[src/ilid_pkg.sv]
// Package for the indexed list insert/delete block.
// Holds the opcode and status codes, the sequencer states and default sizes.
// No dependencies.
`default_nettype none

package ilid_pkg;

  localparam int unsigned CAPACITY_DEF      = 64;
  localparam int unsigned ELEMENT_WIDTH_DEF = 32;

  // Fixed field widths of the stream payloads.
  localparam int unsigned OPCODE_W   = 3;
  localparam int unsigned POSITION_W = 7;
  localparam int unsigned VALUE_W    = 32;
  localparam int unsigned STATUS_W   = 2;
  localparam int unsigned COUNT_W    = 7;
  localparam int unsigned IN_TDATA_W  = 48;
  localparam int unsigned OUT_TDATA_W = 48;

  typedef enum logic [OPCODE_W-1:0] {
    OP_ADD_FRONT = 3'd0,
    OP_ADD_REAR  = 3'd1,
    OP_INSERT_AT = 3'd2,
    OP_DEL_FRONT = 3'd3,
    OP_DEL_REAR  = 3'd4,
    OP_DEL_AT    = 3'd5
  } op_t;

  typedef enum logic [STATUS_W-1:0] {
    ST_OK        = 2'd0,
    ST_UNDERFLOW = 2'd1,
    ST_RANGE     = 2'd2,
    ST_FULL      = 2'd3
  } status_t;

  typedef enum logic [1:0] {
    S_IDLE,
    S_MOVE,
    S_PUT,
    S_DONE
  } state_t;

endpackage

`default_nettype wire

[src/indexed_list_insert_delete.sv]
// Indexed list insert/delete: top level with its sequencer and output register.
// Depends on ilid_pkg and ilid_ram.
//
// Usage
// The block keeps an ordered list of up to CAPACITY elements in a RAM plus a
// fill count. Each transaction on the slave stream (s_tvalid/s_tready/s_tdata)
// carries an opcode, a one-based position and a value. Each one produces
// exactly one transaction on the master stream (m_tvalid/m_tready/m_tdata)
// with the removed element, a status code, the new count and an empty flag.
//
// Sequence
// Inserting or deleting shifts the elements behind the position one place
// through the single RAM port pair: a read is issued each cycle and the data
// read in the previous cycle is written one slot further (insert) or one slot
// nearer (delete). An insert or add then writes the new value at its slot
// (S_PUT) before the result is formed (S_DONE); for a delete the first read
// fetches the removed element. Failing operations and unknown opcodes go
// straight to S_DONE. The sequencer is back in idle in the cycle the result
// appears; s_tready is high only while the sequencer is idle, so a new
// operation is only accepted once the previous one has left the sequencer.
//
// Reset and stalls
// Reset (rst, synchronous, active high) empties the list and drops any
// pending result. The RAM contents are not cleared; only entries inside the
// filled range are ever read. A finished result sits in the output register
// until m_tready takes it; the next operation may be accepted meanwhile, but
// its result waits in the sequencer until the output register is free.
`default_nettype none

module indexed_list_insert_delete #(
  parameter int unsigned CAPACITY      = ilid_pkg::CAPACITY_DEF,
  parameter int unsigned ELEMENT_WIDTH = ilid_pkg::ELEMENT_WIDTH_DEF
) (
  input  wire logic                             clk,
  input  wire logic                             rst,
  // Input stream. tdata from bit 0: opcode[2:0], position[6:0], value[31:0], zero pad.
  input  wire logic                             s_tvalid,
  output logic                                  s_tready,
  input  wire logic [ilid_pkg::IN_TDATA_W-1:0]  s_tdata,
  // Result stream. tdata from bit 0: removed_value[31:0], status[1:0],
  // element_count[6:0], is_empty, zero pad.
  output logic                                  m_tvalid,
  input  wire logic                             m_tready,
  output logic      [ilid_pkg::OUT_TDATA_W-1:0] m_tdata
);

  localparam int unsigned AW = $clog2(CAPACITY);
  localparam int unsigned CW = $clog2(CAPACITY + 1);
  localparam int unsigned KW = ((CW > ilid_pkg::POSITION_W) ? CW : ilid_pkg::POSITION_W) + 1;
  localparam int unsigned XW = (ELEMENT_WIDTH > ilid_pkg::VALUE_W) ?
                               ELEMENT_WIDTH : ilid_pkg::VALUE_W;

  // Input fields.
  ilid_pkg::op_t                      opcode;
  logic [ilid_pkg::POSITION_W-1:0]    position;
  logic [ilid_pkg::VALUE_W-1:0]       value;

  assign opcode   = ilid_pkg::op_t'(s_tdata[2:0]);
  assign position = s_tdata[9:3];
  assign value    = s_tdata[41:10];

  // Sequencer and list state.
  ilid_pkg::state_t        state, state_next;
  logic [CW-1:0]           cnt, cnt_next;
  logic [AW-1:0]           idx, idx_next;
  logic [AW-1:0]           rd_ptr, rd_ptr_next;
  logic [AW-1:0]           rd_last, rd_last_next;
  logic [CW-1:0]           left, left_next;
  logic                    pend, pend_next;
  logic                    first, first_next;
  logic                    is_ins, is_ins_next;
  logic [ELEMENT_WIDTH-1:0] val_r, val_r_next;
  logic [ELEMENT_WIDTH-1:0] removed, removed_next;
  ilid_pkg::status_t       status, status_next;

  // Output register.
  logic                             m_tvalid_next;
  logic [ilid_pkg::OUT_TDATA_W-1:0] m_tdata_next;

  // RAM port signals.
  logic                     we;
  logic [AW-1:0]            waddr;
  logic [ELEMENT_WIDTH-1:0] wdata;
  logic [AW-1:0]            raddr;
  logic [ELEMENT_WIDTH-1:0] rdata;

  // Width adaptation between the 32-bit stream fields and the element width.
  logic [XW-1:0]            value_ext;
  logic [XW-1:0]            removed_ext;

  assign value_ext   = XW'(value);
  assign removed_ext = XW'(removed);

  // Decode helpers, evaluated against the current count.
  logic [KW-1:0] pos_ext;
  logic [KW-1:0] cnt_ext;

  assign pos_ext = KW'(position);
  assign cnt_ext = KW'(cnt);

  ilid_ram #(
    .WIDTH (ELEMENT_WIDTH),
    .DEPTH (CAPACITY)
  ) u_ram (
    .clk   (clk),
    .we    (we),
    .waddr (waddr),
    .wdata (wdata),
    .raddr (raddr),
    .rdata (rdata)
  );

  assign s_tready = (state == ilid_pkg::S_IDLE);

  always_comb begin
    logic          do_ins;
    logic          do_del;
    logic [AW-1:0] op_idx;
    logic [CW-1:0] cnt_after;

    state_next    = state;
    cnt_next      = cnt;
    idx_next      = idx;
    rd_ptr_next   = rd_ptr;
    rd_last_next  = rd_last;
    left_next     = left;
    pend_next     = pend;
    first_next    = first;
    is_ins_next   = is_ins;
    val_r_next    = val_r;
    removed_next  = removed;
    status_next   = status;
    m_tvalid_next = m_tvalid;
    m_tdata_next  = m_tdata;
    we            = 1'b0;
    waddr         = rd_last;
    wdata         = rdata;
    raddr         = rd_ptr;
    do_ins        = 1'b0;
    do_del        = 1'b0;
    op_idx        = '0;
    cnt_after     = cnt;

    if (m_tvalid && m_tready) begin
      m_tvalid_next = 1'b0;
    end

    case (state)
      ilid_pkg::S_IDLE: begin
        if (s_tvalid) begin
          status_next  = ilid_pkg::ST_OK;
          removed_next = '0;
          val_r_next   = value_ext[ELEMENT_WIDTH-1:0];
          case (opcode)
            ilid_pkg::OP_ADD_FRONT: begin
              if (cnt_ext >= KW'(CAPACITY)) begin
                status_next = ilid_pkg::ST_FULL;
              end else begin
                do_ins = 1'b1;
                op_idx = '0;
              end
            end
            ilid_pkg::OP_ADD_REAR: begin
              if (cnt_ext >= KW'(CAPACITY)) begin
                status_next = ilid_pkg::ST_FULL;
              end else begin
                do_ins = 1'b1;
                op_idx = AW'(cnt);
              end
            end
            ilid_pkg::OP_INSERT_AT: begin
              if (pos_ext == '0 || pos_ext > cnt_ext + KW'(1)) begin
                status_next = ilid_pkg::ST_RANGE;
              end else if (cnt_ext >= KW'(CAPACITY)) begin
                status_next = ilid_pkg::ST_FULL;
              end else begin
                do_ins = 1'b1;
                op_idx = AW'(pos_ext - KW'(1));
              end
            end
            ilid_pkg::OP_DEL_FRONT: begin
              if (cnt == '0) begin
                status_next = ilid_pkg::ST_UNDERFLOW;
              end else begin
                do_del = 1'b1;
                op_idx = '0;
              end
            end
            ilid_pkg::OP_DEL_REAR: begin
              if (cnt == '0) begin
                status_next = ilid_pkg::ST_UNDERFLOW;
              end else begin
                do_del = 1'b1;
                op_idx = AW'(cnt_ext - KW'(1));
              end
            end
            ilid_pkg::OP_DEL_AT: begin
              if (pos_ext == '0 || pos_ext > cnt_ext) begin
                status_next = ilid_pkg::ST_RANGE;
              end else begin
                do_del = 1'b1;
                op_idx = AW'(pos_ext - KW'(1));
              end
            end
            default: begin
              // Unknown opcodes leave the list alone and report ok.
            end
          endcase

          if (do_ins) begin
            cnt_after = cnt + CW'(1);
          end else if (do_del) begin
            cnt_after = cnt - CW'(1);
          end
          cnt_next = cnt_after;

          // Inserts read from the rear down to the position; deletes read
          // from the position up to the rear, the first read being the
          // element that is removed.
          idx_next    = op_idx;
          is_ins_next = do_ins;
          first_next  = do_del;
          pend_next   = 1'b0;
          left_next   = CW'(cnt_ext - KW'(op_idx));
          rd_ptr_next = do_ins ? AW'(cnt_ext - KW'(1)) : op_idx;

          if (do_ins || do_del) begin
            state_next = ilid_pkg::S_MOVE;
          end else begin
            state_next = ilid_pkg::S_DONE;
          end
        end
      end

      ilid_pkg::S_MOVE: begin
        // Write back the element read in the previous cycle.
        if (pend) begin
          if (first) begin
            removed_next = rdata;
            first_next   = 1'b0;
          end else begin
            we    = 1'b1;
            waddr = is_ins ? (rd_last + AW'(1)) : (rd_last - AW'(1));
            wdata = rdata;
          end
        end
        // Issue the next read, if any are left.
        if (left != '0) begin
          raddr        = rd_ptr;
          rd_last_next = rd_ptr;
          rd_ptr_next  = is_ins ? (rd_ptr - AW'(1)) : (rd_ptr + AW'(1));
          left_next    = left - CW'(1);
          pend_next    = 1'b1;
        end else begin
          pend_next = 1'b0;
          if (!pend) begin
            state_next = is_ins ? ilid_pkg::S_PUT : ilid_pkg::S_DONE;
          end
        end
      end

      ilid_pkg::S_PUT: begin
        we         = 1'b1;
        waddr      = idx;
        wdata      = val_r;
        state_next = ilid_pkg::S_DONE;
      end

      ilid_pkg::S_DONE: begin
        if (!m_tvalid || m_tready) begin
          m_tvalid_next = 1'b1;
          m_tdata_next  = {6'b0,
                           (cnt == '0),
                           ilid_pkg::COUNT_W'(cnt),
                           status,
                           removed_ext[ilid_pkg::VALUE_W-1:0]};
          state_next    = ilid_pkg::S_IDLE;
        end
      end

      default: begin
        state_next = ilid_pkg::S_IDLE;
      end
    endcase
  end

  always_ff @(posedge clk) begin
    if (rst) begin
      state    <= ilid_pkg::S_IDLE;
      cnt      <= '0;
      pend     <= 1'b0;
      first    <= 1'b0;
      m_tvalid <= 1'b0;
    end else begin
      state    <= state_next;
      cnt      <= cnt_next;
      pend     <= pend_next;
      first    <= first_next;
      m_tvalid <= m_tvalid_next;
    end
    idx     <= idx_next;
    rd_ptr  <= rd_ptr_next;
    rd_last <= rd_last_next;
    left    <= left_next;
    is_ins  <= is_ins_next;
    val_r   <= val_r_next;
    removed <= removed_next;
    status  <= status_next;
    m_tdata <= m_tdata_next;
  end

endmodule

`default_nettype wire

[src/ilid_ram.sv]
// Generic single-clock RAM: one write port, one read port, registered read.
// No dependencies.
`default_nettype none

module ilid_ram #(
  parameter int unsigned WIDTH = 32,
  parameter int unsigned DEPTH = 64
) (
  input  wire logic                     clk,
  input  wire logic                     we,
  input  wire logic [$clog2(DEPTH)-1:0] waddr,
  input  wire logic [WIDTH-1:0]         wdata,
  input  wire logic [$clog2(DEPTH)-1:0] raddr,
  output logic      [WIDTH-1:0]         rdata
);

  logic [WIDTH-1:0] mem [DEPTH];

  always_ff @(posedge clk) begin
    if (we) begin
      mem[waddr] <= wdata;
    end
    rdata <= mem[raddr];
  end

endmodule

`default_nettype wire
[config.mk]
export PLATFORM = sky130hd
export DESIGN_NAME = indexed_list_insert_delete
export DESIGN_NICKNAME = d
export VERILOG_FILES = /design/src/ilid_pkg.sv /design/src/indexed_list_insert_delete.sv /design/src/ilid_ram.sv
export SDC_FILE = /design/constraint.sdc
export NUM_CORES = 2
export LEC_CHECK = 0
export ABC_AREA = 1
export BUFFER_PORTS_ARGS = -buffer_cell sky130_fd_sc_hd__buf_2
export CAP_MARGIN = 30
export CORE_MARGIN = 2
export CORE_UTILIZATION = 45
export DETAILED_ROUTE_END_ITERATION = 10
export HOLD_SLACK_MARGIN = 0.1
export PLACE_DENSITY = 0.66
export SLEW_MARGIN = 20
export SYNTH_ARGS = -nofsm -noshare
export SYNTH_HDL_FRONTEND = slang
export SYNTH_SLANG_ARGS = --single-unit
export TNS_END_PERCENT = 30
[constraint.sdc]
create_clock -name clk -period 3.8 [get_ports clk]
set_clock_uncertainty 0.15 [all_clocks]
set_input_delay 0 -clock clk [delete_from_list [all_inputs] [get_ports clk]]
set_output_delay 0 -clock clk [all_outputs]
set_load 0.005 [all_outputs]
# Yosys cells after proc, flatten, opt, wreduce, memory -nomap -nowiden

Memories as Yosys holds them, arrays and structs flattened. A register that Yosys moved wholly into a read port is not among the register bits.
Cells that the tools add are included.
W data, S select, Z words.

Equality and inequality tests: 15
$add $sub $neg: 11
Reduce and logical (&&, ||, !) cells: 24
Mux-type cells: 63
Divide/modulo/power cells: 0
Magnitude comparators: 3
Shifts and indexed selects: 0
Multipliers: 0
Bitwise operators: 0

Operator list:

| operator              | number |
|---|---|
| $mux W32              | 4 |
| $mux W6               | 14 |
| $pmux W32 S2          | 1 |
| $mux W7               | 4 |
| $pmux W6 S2           | 2 |
| $pmux W6 S4           | 1 |
| $sub A6 B1 Y6 const B | 4 |
| $mux W1               | 21 |
| $mux W2               | 8 |
| $pmux W2 S4           | 2 |
| $ne A2 B2 Y1 const B  | 7 |
| $pmux W7 S2           | 1 |
| $sub A7 B1 Y7 const B | 2 |
| $add A6 B1 Y6 const B | 2 |
| $pmux W1 S2           | 5 |
| $reduce_and A3 Y1     | 3 |
| $add A7 B1 Y8 const B | 1 |
| $gt A7 B8 Y1          | 1 |
| $logic_not A8 Y1      | 1 |
| $reduce_and A2 Y1     | 4 |
| $reduce_and A4 Y1     | 2 |
| $add A7 B1 Y7 const B | 1 |
| $ge A7 B7 Y1 const B  | 1 |
| $gt A7 B7 Y1          | 1 |
| other kinds (15)      | 23 |

Logic and storage cells: 131
Input bits: 52
Flip-flop bits (word level): 146
Memories: 1
Bits in writable memories: 2048
Output and inout bits: 50
Bits in read-only memories: 0
Bits in latches: 0

Memory list:

| memory    | depth | width | rd ports | clocked after Yosys merged registers in | write ports | line           | text |
|---|---|---|---|---|---|---|---|
| u_ram.mem | 64    | 32    | 1        | 1                                       | 1           | ilid_ram.sv:17 | `logic [WIDTH-1:0] mem [DEPTH];` |

# Longest topological paths before layout

Word-level depth: 11
Depth in mapped cells: 26
Depth with buffers taken out: 26

# By module

A second synthesis with hierarchy kept.

Cells, all modules: 7551
Area, all modules: 90330.4 µm²

Modules (own cells, without submodules):

| module                     | cells each | sequential area each (µm²) | area an instance (µm²) | times used |
|---|---|---|---|---|
| ilid_ram                   | 6778       | 62139.6                    | 82756.9                | 1 |
| indexed_list_insert_delete | 773        | 4264.1                     | 7573.5                 | 1 |

# Least setup slack after synthesis

No wires, ideal clock.

Kind: register to register
Start point: register is_ins
End point: memory u_ram.mem[48][0] (enable)
Arrival: 3441 ps
Period minus slack after synthesis: 4013 ps
Setup slack: -213 ps
Required time: 3229 ps
Library setup time: 421 ps
Buffers on the path: 0
Stages on the path, launching flop included: 14
Cells stage by stage: edfxtp_1 > inv_1 > ha_1 > nand2_1 > nand2_1 > nand2_1 > nand3_1 > nand2_1 > nand3_1 > nand2_1 > nand2_1 > o21ai_1 > nand4_1 > nor2_1

Longest elaborated chain between the ends: 4

RTL lines:

| item                   | line                              | text |
|---|---|---|
| from (decl)            | indexed_list_insert_delete.sv:71  | `logic is_ins, is_ins_next;` |
| from (signal assigned) | indexed_list_insert_delete.sv:305 | `is_ins <= is_ins_next;` |
| $mux W6                | indexed_list_insert_delete.sv:243 | `waddr = is_ins ? (rd_last + AW'(1)) : (rd_last - AW'(1));` |
| $mux W6                | indexed_list_insert_delete.sv:238 | `if (first) begin` |
| $mux W6                | indexed_list_insert_delete.sv:237 | `if (pend) begin` |
| $pmux W6 S2            | indexed_list_insert_delete.sv:148 | `case (state)` |
| to (decl)              | ilid_ram.sv:17                    |  |

No other way between the ends.

# Worst setup path after layout

Start point: register cnt[1]
End point: register left[6] (data pin)

Longest elaborated chain between the ends: 10
Elaborated cells on any way between the ends: 19
Classes of those cells: add/sub: 3; order compare: 3; mux: 10; reduce/logical: 3

RTL lines:

| item                   | line                              | text |
|---|---|---|
| from (decl)            | indexed_list_insert_delete.sv:64  | `logic [CW-1:0] cnt, cnt_next;` |
| from (signal assigned) | indexed_list_insert_delete.sv:296 | `cnt <= cnt_next;` |
| $add A7 B1 Y8          | indexed_list_insert_delete.sv:172 | `if (pos_ext == '0 \|\| pos_ext > cnt_ext + KW'(1)) begin` |
| $gt A7 B8 Y1           | indexed_list_insert_delete.sv:172 |  |
| $logic_or A1 B1 Y1     | indexed_list_insert_delete.sv:172 |  |
| $mux W6                | indexed_list_insert_delete.sv:172 |  |
| $pmux W6 S4            | indexed_list_insert_delete.sv:154 | `case (opcode)` |
| $mux W6                | indexed_list_insert_delete.sv:150 | `if (s_tvalid) begin` |
| $mux W6                | indexed_list_insert_delete.sv:148 |  |
| $sub A7 B6 Y7 *        | indexed_list_insert_delete.sv:224 | `left_next = CW'(cnt_ext - KW'(op_idx));` |
| $mux W7 *              | indexed_list_insert_delete.sv:150 |  |
| $pmux W7 S2 *          | indexed_list_insert_delete.sv:148 |  |
| named net left_next[6] | indexed_list_insert_delete.sv:68  | `logic [CW-1:0] left, left_next;` |
| to (signal assigned)   | indexed_list_insert_delete.sv:304 | `left <= left_next;` |
| to (decl)              | indexed_list_insert_delete.sv:68  |  |

The timed path passes the listed nets; every way through them passes the cells marked *. The select of a mux whose other input is x is not followed.
A chain may end at the register's enable or synchronous reset.

==> impl_metrics.json <==
{
  "status": "completed",
  "initial_utilization_pct": 45.3,
  "clk_path_buf_depth": 3,
  "cp-end-kind": "flop",
  "grt_usage_pct": 25.2,
  "synth_mux_area_share_pct": 0.0113,
  "synth_top_family_by_area": "compound AO/OA/AOI/OAI gates",
  "r2r_start": "cnt[1]",
  "dpl.hpwl_um": 145000,
  "hp-class": "in -> reg",
  "port_buffers": 89,
  "fin_nets": 7278,
  "layout_commonest_cell": "edfxtp_1",
  "hold_viol": 0,
  "rsz0062_at_grt": "true",
  "dieHeight_um": 447,
  "powerDensity_nw_per_um2": 856,
  "fmax_mhz": 266,
  "crit_start": "cnt[1]",
  "die_area_sq_um": 200000,
  "clock_latency_ns": 0.90,
  "cts.sinks": 2226,
  "synth.avg_cell_area_sq_um": 12.8,
  "synth_cells": 6879,
  "final_core_util_pct": 52.8,
  "yosysWarnings": 0,
  "synth_seq_cells": 2226,
  "grt_max_degree": 142,
  "synth-xor-area-share_pct": 0.268,
  "ys_types": 47,
  "placed_area_sq_um": 94700,
  "cts_tree": "done",
  "tightest_slew_ns": 1.07,
  "io_pins": 102,
  "drc": 0,
  "finalWirelength_um": 257000,
  "maxSlewHeadroom_pct": 28.3,
  "mostFrequentLayoutCells": "2182 x edfxtp_1, 1234 x nor2_1, 1169 x o21ai_0",
  "yosysSeqAreaShare_pct": 75.1,
  "async_reset_ff_share_pct": 0,
  "grt_antenna_before_repair": 5,
  "drt_iter0_markers": 8509,
  "grt_pass1_vias": 56200,
  "p_leak_uw": 0.0341,
  "rows": 162,
  "synth_fa_ha_area_share_pct": 0.728,
  "crit_type": "reg -> reg",
  "start_kind": "flop",
  "gp_congestion": 0.887,
  "report.final.slew_viol_count": 0,
  "overflow": 0,
  "layout_min_cycle_time_ns": 3.77,
  "setup_viol": 0,
  "peakVddDrop_v": 0.000639,
  "root_buffer": "clkbuf_16",
  "min-delay-start": "s_tdata[5]",
  "drive_gt1_share_pct": 12.1,
  "clk_pin_slew_ns": 0.07,
  "core-area_sq_um": 195000,
  "cts_made_buffers": 210,
  "synth_edf_count": 2182,
  "max-cap-violations": 0,
  "dr_total_vias": 59300,
  "antenna_left": 0,
  "via_per_inst": 5.94,
  "fillers": 15900,
  "critPathMaxFanout": 4,
  "crit_required_ns": 4.30,
  "fp.dieW_um": 447,
  "htreeDepth": 4,
  "grt_pass1_wl_um": 373000,
  "fin_crit_sh_pct": 99.1,
  "synth_compound_area_share_pct": 11.8,
  "synth_flop_cell": "edfxtp_1",
  "yosys.area_share.simple_pct": 9.12,
  "drt_pre_antenna_iters": 6,
  "post-route-cell-area_sq_um": 103000,
  "wl_per_cell_um": 25.7,
  "area_delta_synth_final_pct": 16.4,
  "syn_area_sq_um": 88400,
  "arrival_ns": 4.26
}
## state kept, by name, indices dropped and copies added (netlist names), 2 cells and up
signal and count:
cnt 7, rd_last 6, u_ram.mem 2048, u_ram.rdata 32, m_tdata 42, left 7, removed 32, val_r 32
status 2, rd_ptr 6, state 2, idx 6
## layout make-up
class | instances | area, sq um | area share [%]
antenna | 5 | 12.5 | 0.0122
tap | 2624 | 3280 | 3.19
sequential | 2226 | 66400 | 64.5
clock buffer | 274 | 5600 | 5.44
multi-input combinational | 4073 | 20200 | 19.6
inverter | 117 | 473 | 0.459
timing repair buffer | 549 | 5850 | 5.69
clock inverter | 117 | 1140 | 1.10
## metrics by stage
stage	hold slack (ns)	TNS [ns]	cells	total power [uW]	setup slack, ns
3_3_place_gp	0.0299	-0.619	9464	66000	-0.277
5_1_grt	0.211	-0.858	9980	91300	-0.290
2_1_floorplan	-0.0809	-336.27	6884	51500	-0.213
3_5_place_dp	0.0283	-1.05	9466	66600	-0.209
4_1_cts	0.141	0	9955	87200	0.0107
6_report	0.188	0	9985	88100	0.0342
## metal layers
layer / routed length (um) / share of wire, % / track usage [%] / up-vias
li1: - / - / - / 25900
met1: 101000 / 39 / 35.4 / 29500
met2: 117000 / 46 / 39.0 / 3380
met3: 28800 / 11 / 5.11 / 464
met4: 9650 / 3.8 / 9.53 / 2
met5: 13 / 0.0051 / 0 / -
## final timing paths
kind	end	slack (ns)	cells after the start
worst max register to register	left[6]	0.03	22
worst max-delay path	left[6]	0.03	22
worst min register to register	m_tdata[12]	0.26	0
worst min-delay path	idx[2]	0.19	7
## timing repair
item	4_1_cts	5_1_grt
setup buffers	2	24
pin swaps	5	30
endpoints found under the setup margin	23	339
hold buffers	96	0
resized for setup	10	32
endpoints found under the hold margin	194	0
## Yosys cell counts, drive strengths merged, types with 3 or more instances
cell type,n,area (sq um)
a211oi,3,22.5
a21oi,45,225
and2,6,37.5
buf,189,1090
clkbuf,279,1050
dfxtp,44,881
edfxtp,2182,65500
fa,4,80.1
ha,45,563
inv,115,434
nand2,558,2100
nand3,164,821
nand4,13,87.6
nor2,1301,4880
nor3,9,50.1
o211ai,22,165
o21ai,1264,6330
o22ai,580,3630
or2,12,75.1
xnor2,11,96.3
xor2,16,140
## cells by family after synthesis
logic type                 after synthesis
xor gates and xnor gates                27
muxes                                    1
and+or+nand+nor                       2065
other                                    1
AOI/OAI and AO/OA                     1925
DFF                                   2226
buffers and inverters                  585
adders and majority gates               49
## where the power goes
group / leakage (uW) / internal (uW) / switching (uW) / total, uW
clock network: 0.00326 / 11500 / 9180 / 20700
registers: 0.0201 / 33100 / 418 / 33500
logic: 0.0107 / 8540 / 25400 / 33900
## worst max-delay path, cell delays in order, from the launching register on
cell and delay (ns):
dfxtp_4 0.38, buf_4 0.12, nand3_1 0.12, nor3_2 0.23
xor2_1 0.18, ha_1 0.26, and3_4 0.18, nand4_1 0.11
nand3_4 0.10, nand4_4 0.09, nand2_4 0.07, nand2_2 0.06
o211ai_1 0.11, ha_2 0.22, fa_2 0.39, nor2_4 0.13
nor2_2 0.05, o21bai_1 0.16, nand2_1 0.09, nand2_2 0.07
a21oi_2 0.05, xor2_1 0.15, o22ai_1 0.09
No activity file was read; power rests on OpenSTA's default activity.
